**config.mk**
```make
export PLATFORM = sky130hd
export DESIGN_NAME = sorted_min_priority_queue_core
export DESIGN_NICKNAME = d
export VERILOG_FILES = /design/src/smpq_pkg.sv /design/src/smpq_ctrl.sv /design/src/smpq_dp.sv /design/src/sorted_min_priority_queue_core.sv
export SDC_FILE = /design/constraint.sdc
export NUM_CORES = 2
export LEC_CHECK = 0
export ABC_AREA = 1
export CAP_MARGIN = 20
export CORE_MARGIN = 5
export CORE_UTILIZATION = 70
export CTS_BUF_LIST = sky130_fd_sc_hd__clkbuf_4 sky130_fd_sc_hd__clkbuf_8 sky130_fd_sc_hd__clkbuf_16
export DETAILED_ROUTE_END_ITERATION = 10
export DONT_BUFFER_PORTS = 1
export HOLD_SLACK_MARGIN = 0.12
export PLACE_DENSITY = 0.85
export SLEW_MARGIN = 20
export SYNTH_ARGS = -nofsm -noshare
export SYNTH_HDL_FRONTEND = slang
export SYNTH_SLANG_ARGS = --single-unit
```
**constraint.sdc**
```tcl
create_clock -name i_clk -period 8.9 [get_ports i_clk]
set_input_delay 1.78 -clock i_clk [delete_from_list [all_inputs] [get_ports i_clk]]
set_output_delay 1.78 -clock i_clk [all_outputs]
set_load 0.03 [all_outputs]
```
**src/smpq_pkg.sv**
```systemverilog
// ----------------------------------------------------------------------------
// smpq_pkg
// Shared types and constants for the sorted min-priority queue.
// ----------------------------------------------------------------------------
package smpq_pkg;

    localparam int unsigned QUEUE_DEPTH_DEF = 16;
    localparam int unsigned VALUE_W         = 32;

    typedef enum logic [1:0] {
        ACT_PEEK  = 2'd0,
        ACT_PUSH  = 2'd1,
        ACT_POP   = 2'd2,
        ACT_CLEAR = 2'd3
    } t_action;

    typedef enum logic {
        ST_IDLE = 1'b0,
        ST_HOLD = 1'b1
    } t_state;

    typedef struct packed {
        logic exec;
    } t_cmd;

endpackage

```
**src/smpq_ctrl.sv**
```systemverilog
// ----------------------------------------------------------------------------
// smpq_ctrl
// Transaction controller: takes one item, holds its result until taken.
// ----------------------------------------------------------------------------
module smpq_ctrl (
    input  logic          i_clk,
    input  logic          i_rst_n,
    input  logic          i_in_valid,
    output logic          o_in_stall,
    output logic          o_out_valid,
    input  logic          i_out_stall,
    output smpq_pkg::t_cmd o_cmd
);
    import smpq_pkg::*;

    t_state r_state;
    t_state n_state;

    always_ff @(posedge i_clk) begin
        if (!i_rst_n) begin
            r_state <= ST_IDLE;
        end else begin
            r_state <= n_state;
        end
    end

    always_comb begin
        n_state = r_state;
        unique case (r_state)
            ST_IDLE: begin
                if (i_in_valid) begin
                    n_state = ST_HOLD;
                end
            end
            ST_HOLD: begin
                if (!i_out_stall) begin
                    n_state = ST_IDLE;
                end
            end
            default: n_state = ST_IDLE;
        endcase
    end

    always_comb begin
        o_in_stall  = 1'b1;
        o_out_valid = 1'b0;
        o_cmd.exec  = 1'b0;
        unique case (r_state)
            ST_IDLE: begin
                o_in_stall = 1'b0;
                o_cmd.exec = i_in_valid;
            end
            ST_HOLD: begin
                o_out_valid = 1'b1;
            end
            default: o_in_stall = 1'b1;
        endcase
    end

endmodule

```
**src/smpq_dp.sv**
```systemverilog
// ----------------------------------------------------------------------------
// smpq_dp
// Sorted store: a row of cells with parallel compare-and-shift, plus flags.
// ----------------------------------------------------------------------------
module smpq_dp #(
    parameter int unsigned QUEUE_DEPTH = smpq_pkg::QUEUE_DEPTH_DEF,
    parameter int unsigned CNT_W       = $clog2(QUEUE_DEPTH + 1)
) (
    input  logic                               i_clk,
    input  logic                               i_rst_n,
    input  smpq_pkg::t_cmd                     i_cmd,
    input  logic [1:0]                         i_action,
    input  logic signed [smpq_pkg::VALUE_W-1:0] i_value,
    output logic signed [smpq_pkg::VALUE_W-1:0] o_top_value,
    output logic [CNT_W-1:0]                   o_entry_count,
    output logic                               o_is_empty,
    output logic                               o_empty_read_error,
    output logic                               o_overflow
);
    import smpq_pkg::*;

    logic signed [VALUE_W-1:0] r_entries [QUEUE_DEPTH];
    logic signed [VALUE_W-1:0] n_entries [QUEUE_DEPTH];
    logic [CNT_W-1:0]          r_count;
    logic [CNT_W-1:0]          n_count;
    logic                      r_err;
    logic                      r_ovf;
    logic                      n_err;
    logic                      n_ovf;
    logic                      wr_en;
    logic                      full;
    logic                      empty;
    logic [QUEUE_DEPTH-1:0]    gt;
    t_action                   act;

    assign act   = t_action'(i_action);
    assign full  = (r_count == CNT_W'(QUEUE_DEPTH));
    assign empty = (r_count == '0);

    for (genvar g = 0; g < QUEUE_DEPTH; g++) begin : g_cell
        // insertion point lies at or before this cell
        assign gt[g] = (CNT_W'(g) >= r_count) || (i_value < r_entries[g]);

        always_comb begin
            n_entries[g] = r_entries[g];
            if (act == ACT_PUSH) begin
                if (gt[g]) begin
                    if (g == 0) begin
                        n_entries[g] = i_value;
                    end else if (!gt[(g == 0) ? 0 : g - 1]) begin
                        n_entries[g] = i_value;
                    end else begin
                        n_entries[g] = r_entries[(g == 0) ? 0 : g - 1];
                    end
                end
            end else begin
                n_entries[g] = r_entries[(g == QUEUE_DEPTH - 1) ? g : g + 1];
            end
        end

        always_ff @(posedge i_clk) begin
            if (wr_en) begin
                r_entries[g] <= n_entries[g];
            end
        end
    end

    always_comb begin
        n_count = r_count;
        n_err   = 1'b0;
        n_ovf   = 1'b0;
        wr_en   = 1'b0;
        unique case (act)
            ACT_PEEK: begin
                n_err = empty;
            end
            ACT_PUSH: begin
                if (full) begin
                    n_ovf = 1'b1;
                end else begin
                    wr_en   = i_cmd.exec;
                    n_count = r_count + CNT_W'(1);
                end
            end
            ACT_POP: begin
                if (!empty) begin
                    wr_en   = i_cmd.exec;
                    n_count = r_count - CNT_W'(1);
                end
            end
            ACT_CLEAR: begin
                n_count = '0;
            end
            default: n_count = r_count;
        endcase
    end

    always_ff @(posedge i_clk) begin
        if (!i_rst_n) begin
            r_count <= '0;
        end else if (i_cmd.exec) begin
            r_count <= n_count;
        end
    end

    always_ff @(posedge i_clk) begin
        if (i_cmd.exec) begin
            r_err <= n_err;
            r_ovf <= n_ovf;
        end
    end

    assign o_top_value        = empty ? '0 : r_entries[0];
    assign o_entry_count      = r_count;
    assign o_is_empty         = empty;
    assign o_empty_read_error = r_err;
    assign o_overflow         = r_ovf;

endmodule

```
**src/sorted_min_priority_queue_core.sv**
```systemverilog
// Latency: result valid on the cycle after the input transaction.
// Flow: the single result register must be taken before the next item
// is accepted.
// Reset: count cleared to zero; stored entries are not cleared and no
// clearing pass runs, so the block accepts an item straight after reset.
// ----------------------------------------------------------------------------
// sorted_min_priority_queue_core
// Bounded min-priority queue keeping signed Q16.16 values in ascending order.
// ----------------------------------------------------------------------------
module sorted_min_priority_queue_core #(
    parameter int unsigned QUEUE_DEPTH = smpq_pkg::QUEUE_DEPTH_DEF,
    parameter int unsigned CNT_W       = $clog2(QUEUE_DEPTH + 1)
) (
    input  logic                               i_clk,
    input  logic                               i_rst_n,
    input  logic                               i_in_valid,
    output logic                               o_in_stall,
    input  logic [1:0]                         i_action,
    input  logic signed [smpq_pkg::VALUE_W-1:0] i_value,
    output logic                               o_out_valid,
    input  logic                               i_out_stall,
    output logic signed [smpq_pkg::VALUE_W-1:0] o_top_value,
    output logic [CNT_W-1:0]                   o_entry_count,
    output logic                               o_is_empty,
    output logic                               o_empty_read_error,
    output logic                               o_overflow
);
    import smpq_pkg::*;

    t_cmd cmd;

    smpq_ctrl u_ctrl (
        .i_clk       (i_clk),
        .i_rst_n     (i_rst_n),
        .i_in_valid  (i_in_valid),
        .o_in_stall  (o_in_stall),
        .o_out_valid (o_out_valid),
        .i_out_stall (i_out_stall),
        .o_cmd       (cmd)
    );

    smpq_dp #(
        .QUEUE_DEPTH (QUEUE_DEPTH),
        .CNT_W       (CNT_W)
    ) u_dp (
        .i_clk              (i_clk),
        .i_rst_n            (i_rst_n),
        .i_cmd              (cmd),
        .i_action           (i_action),
        .i_value            (i_value),
        .o_top_value        (o_top_value),
        .o_entry_count      (o_entry_count),
        .o_is_empty         (o_is_empty),
        .o_empty_read_error (o_empty_read_error),
        .o_overflow         (o_overflow)
    );

`ifndef NO_ASSERTIONS
    a_accept_gives_result: assert property (@(posedge i_clk) disable iff (!i_rst_n)
        (i_in_valid && !o_in_stall) |=> o_out_valid)
        else $error("accepted transaction produced no result");

    a_no_accept_while_held: assert property (@(posedge i_clk) disable iff (!i_rst_n)
        o_out_valid |-> o_in_stall)
        else $error("input taken while a result is pending");

    a_overflow_when_full: assert property (@(posedge i_clk) disable iff (!i_rst_n)
        (o_out_valid && o_overflow) |-> (o_entry_count == CNT_W'(QUEUE_DEPTH)))
        else $error("overflow flagged with store not full");

    a_read_error_when_empty: assert property (@(posedge i_clk) disable iff (!i_rst_n)
        (o_out_valid && o_empty_read_error) |-> o_is_empty)
        else $error("empty read flagged with entries stored");

    a_count_bound: assert property (@(posedge i_clk) disable iff (!i_rst_n)
        o_entry_count <= CNT_W'(QUEUE_DEPTH))
        else $error("entry count beyond depth");
`endif

endmodule
```
==> results.txt <==
- The worst setup path is launched from a flop.
- Clock tree from TritonCTS: built
* Drt drc: 0
- At the end of the flow, the number of nets in the layout was approximately 5.9k.
- Sequential elements use 37.36% of the synthesized area.
- Global-route wire length before repair: 180,000 um
- The count of nets left with antenna violations once routing finished came out at 0.
- In this run, synthesis produced a sequential element count of 520.
* Net count after synthesis: about 6.1k
* Via total after detailed routing: 37.70k
- Synthesis handed over a netlist of between 5k and 6k instances.
* Number of buffers added on ports: 0
- For the pin with the worst max-slew slack, the measured transition is 1.030 ns.
* Internal portion of total power: 4569 uW
- In this run switching power makes up about a third of total power.
* Most used cells in the layout excluding fill and tap cells: sky130_fd_sc_hd__nand2_1 (1,905), sky130_fd_sc_hd__nand3_1 (755), sky130_fd_sc_hd__inv_1 (700)
- Peak clock frequency supported by timing: 0.2034 GHz
* Number of iterations in the first detailed-routing pass: 7
* Antenna violations before repair: 0
* Number of slew-limit violations in the final report: 0
* Power density of the placed cells: 153.2 nW/um^2
- Total of endpoints with negative setup slack in the final report: 0
- Peak supply drop: 0.1570 mV
- Outcome: completed
- Clock transition at the registers of the reported paths: approximately 0.060 ns
- Number of buffers added to fix hold violations after cts: 0
- After detailed routing, the total wire length is 111,900 um.
- Slew Limit Headroom: 31.36%
- Area added between synthesis and finish: 4.270%
- Power dissipated by switching net loads: between 2000 and 2500 uW
- For this run, the total global-route usage over all layers was measured as between 30% and 40%.
- Across the run, the number of max-cap violations was 0.
- The H-tree was split into 2 levels.
- The number of failing hold endpoints at the final stage is 0.
- Detailed-route wire length per cell: 18.01 um
- FP Rows: 89
- Measured along the y axis, the die boundary spans 253.9 um.
- Total number of yosys warnings: 0
- The tree is rooted in a sky130_fd_sc_hd__clkbuf_16.
* Core Footprint: around 59,000 um^2
- The floorplan step set the die width to about 250 um.
* Number of gates given a new drive strength after cts: 0
- The analysis attributes to cell leakage a power of 0.02200 uW.
* Class of the worst hold path: reg -> reg
- Final weighted congestion of routability-driven global placement: around 0.9
- Final global-route overflow total: 0
* Starting Density: 70.55%
- Using the TritonRoute via totals, the vias-per-cell ratio works out to 6.068.
- Counting along the longest clock path gives a buffer depth of 3.
* Total Neg Setup Slack: 0 ns
- RSZ-0062 raised after global routing: no
* Skew final: 0.01433 ns
- Number of ports placed on the die boundary: 80
* Worst endpoint data arrival time: 3.14 ns
- Tmin final: 4.916 ns
* Post-CTS Setup Inserts: 0
- Largest net degree at the start of global routing: 258
- The design draws 6654 uW.
- Along the worst path, the maximum fanout reaches 34.
- The die covers 64,460 um^2.
- Synth Cell Area: between 40,000 and 50,000 um^2
- Count of clock tree sinks: 520
- The worst setup path is captured at a primary output.
- Distinct cells, synth: 37
- Sequential cells burn 43.0% of the power.
- The number of antenna diodes in the final layout is 0.
- The worst path uses a little under three fifths of the clock period.
- Fraction of power consumed by combinational cells: between 20% and 30%
- Counting the buffers created by CTS gives 58.
- Required arrival time at the worst endpoint: between 7 and 8 ns
* 1st-iter DRT viols: 4,204
- The share of total power dissipated in the clock network is 36.0%.
- The post-route netlist has 3.438% of its cells at a drive strength greater than 1.
* Crit path kind: reg -> out
- Later-pin clock latency in the skew report: 0.63 ns
- The via count of the first global-routing pass was 36.01k.
- Most frequent standard cell in the layout excluding fill and tap cells: sky130_fd_sc_hd__nand2_1
* Average cell area after synthesis: 7.434 um^2
- Detailed-placement wirelength estimate: 80,860 um
-- metal layers --
metal / part of all wire, % / global-route usage [%] / vias to the layer above
met5: 0 / 0 / -
met4: 2.9 / 10.83 / 0
met3: 9.0 / 3.756 / 266
met2: 47 / 56.78 / 1989
met1: 41 / 45.61 / 17170
li1: - / - / 18270
-- critical path, cell delays in order, from the launching register on --
cell and delay, ns:
sky130_fd_sc_hd__dfxtp_1 0.72, sky130_fd_sc_hd__inv_1 0.26, sky130_fd_sc_hd__ha_1 0.37, sky130_fd_sc_hd__nand3_1 0.21, sky130_fd_sc_hd__inv_2 0.32, sky130_fd_sc_hd__nor2_1 0.59
-- cell families (layout without fill, tap and decap cells) --
family                   Yosys count  count (layout)  share of synthesized area, %
flip-flops                       520             520                         37.36
adder cells (fa/ha/maj)          505             505                         15.17
AO/OA/AOI/OAI                    402             402                         5.006
buffers and inverters           1019             857                         9.754
AND/OR/NAND/NOR                 3155            3155                         32.71
-- synthesized netlist by cell type --
| cell | number | area share, % |
|---|---|---|
| sky130_fd_sc_hd__buf_2 | 84 | 1.0 |
| sky130_fd_sc_hd__nor2_1 | 170 | 1.5 |
| sky130_fd_sc_hd__nand3_1 | 755 | 9.1 |
| sky130_fd_sc_hd__nand3_2 | 14 | 0.34 |
| sky130_fd_sc_hd__buf_1 | 14 | 0.13 |
| sky130_fd_sc_hd__a211oi_1 | 3 | 0.054 |
| sky130_fd_sc_hd__o21ai_1 | 36 | 0.43 |
| sky130_fd_sc_hd__clkinv_1 | 1 | 0.0090 |
| sky130_fd_sc_hd__nand3b_1 | 5 | 0.090 |
| sky130_fd_sc_hd__nor4_1 | 2 | 0.030 |
| sky130_fd_sc_hd__nand2_1 | 1906 | 17 |
| sky130_fd_sc_hd__a221oi_1 | 1 | 0.021 |
| sky130_fd_sc_hd__inv_1 | 702 | 6.3 |
| sky130_fd_sc_hd__buf_6 | 5 | 0.14 |
| sky130_fd_sc_hd__clkbuf_1 | 177 | 1.6 |
| sky130_fd_sc_hd__a21oi_1 | 244 | 2.9 |
| sky130_fd_sc_hd__ha_1 | 505 | 15 |
| sky130_fd_sc_hd__a31oi_1 | 2 | 0.030 |
| sky130_fd_sc_hd__buf_4 | 25 | 0.45 |
| sky130_fd_sc_hd__inv_2 | 11 | 0.099 |
| sky130_fd_sc_hd__nand4_1 | 251 | 3.8 |
| sky130_fd_sc_hd__nor3_1 | 30 | 0.36 |
| sky130_fd_sc_hd__and3_1 | 1 | 0.015 |
| sky130_fd_sc_hd__a31oi_2 | 1 | 0.030 |
| sky130_fd_sc_hd__o21a_1 | 7 | 0.13 |
| sky130_fd_sc_hd__o31ai_2 | 1 | 0.030 |
| sky130_fd_sc_hd__a21o_1 | 1 | 0.018 |
| sky130_fd_sc_hd__o221ai_1 | 2 | 0.042 |
| sky130_fd_sc_hd__nand2_2 | 20 | 0.30 |
| sky130_fd_sc_hd__edfxtp_1 | 514 | 37 |
| sky130_fd_sc_hd__o21ai_2 | 1 | 0.021 |
| sky130_fd_sc_hd__or2_2 | 1 | 0.015 |
| sky130_fd_sc_hd__o311ai_0 | 1 | 0.021 |
| sky130_fd_sc_hd__o211ai_1 | 2 | 0.036 |
| sky130_fd_sc_hd__o21ai_0 | 99 | 1.2 |
| sky130_fd_sc_hd__dfxtp_1 | 6 | 0.29 |
| sky130_fd_sc_hd__a21oi_2 | 1 | 0.021 |
-- stage by stage --
step           area [um^2]  std cells  setup slack [ns]  util, %  hold WS, ns
2_1_floorplan        41640       5601             4.649        -       0.5200
5_1_grt              43420       6212             3.865    73.56       0.5615
4_1_cts              43390       6211             3.971    73.52       0.5409
3_5_place_dp         41560       6106             3.510    70.41       0.5305
3_3_place_gp         41550       6106             3.270    70.41       0.5259
6_report             43420       6212             3.984    73.56       0.5373
-- worst paths after layout --
| path | cells after the start | end | slack, ns | startpoint |
|---|---|---|---|---|
| min reg2reg | 2 | u_dp.r_entries[0][224] | 0.54 | u_dp.r_entries[1][0] |
| max | 5 | o_top_value[5] | 3.98 | u_dp.o_entry_count[0] |
| max reg2reg | 10 | u_dp.r_entries[1][163] | 4.91 | u_dp.o_entry_count[0] |
| min | 2 | u_dp.r_entries[0][224] | 0.54 | u_dp.r_entries[1][0] |
-- final cells by class --
type	count	area [um^2]
multi-input combinational	4062	22060
fill	4581	15600
sequential	520	15550
inverter	714	2688
clock buffer	73	1582
tap	773	967.2
timing repair buffer	38	317.8
clock inverter	32	250.2
-- power by group through the flow --
stage	logic (uW)	registers (uW)	clock network (uW)
finish	1400	2860	2400
global route	1570	2870	2510
detailed placement	1360	2910	0
floorplan	1090	2900	0
global placement	1310	2910	0
CTS	1370	2860	2400
-- sequential cells by signal, summed over array words and instances (netlist names) --
name	flops
u_dp.r_entries	512
u_ctrl.r_state	1
u_dp.o_entry_count	5
u_dp.o_overflow	1
u_dp.o_empty_read_error	1
(Power assumes the default switching activity.)
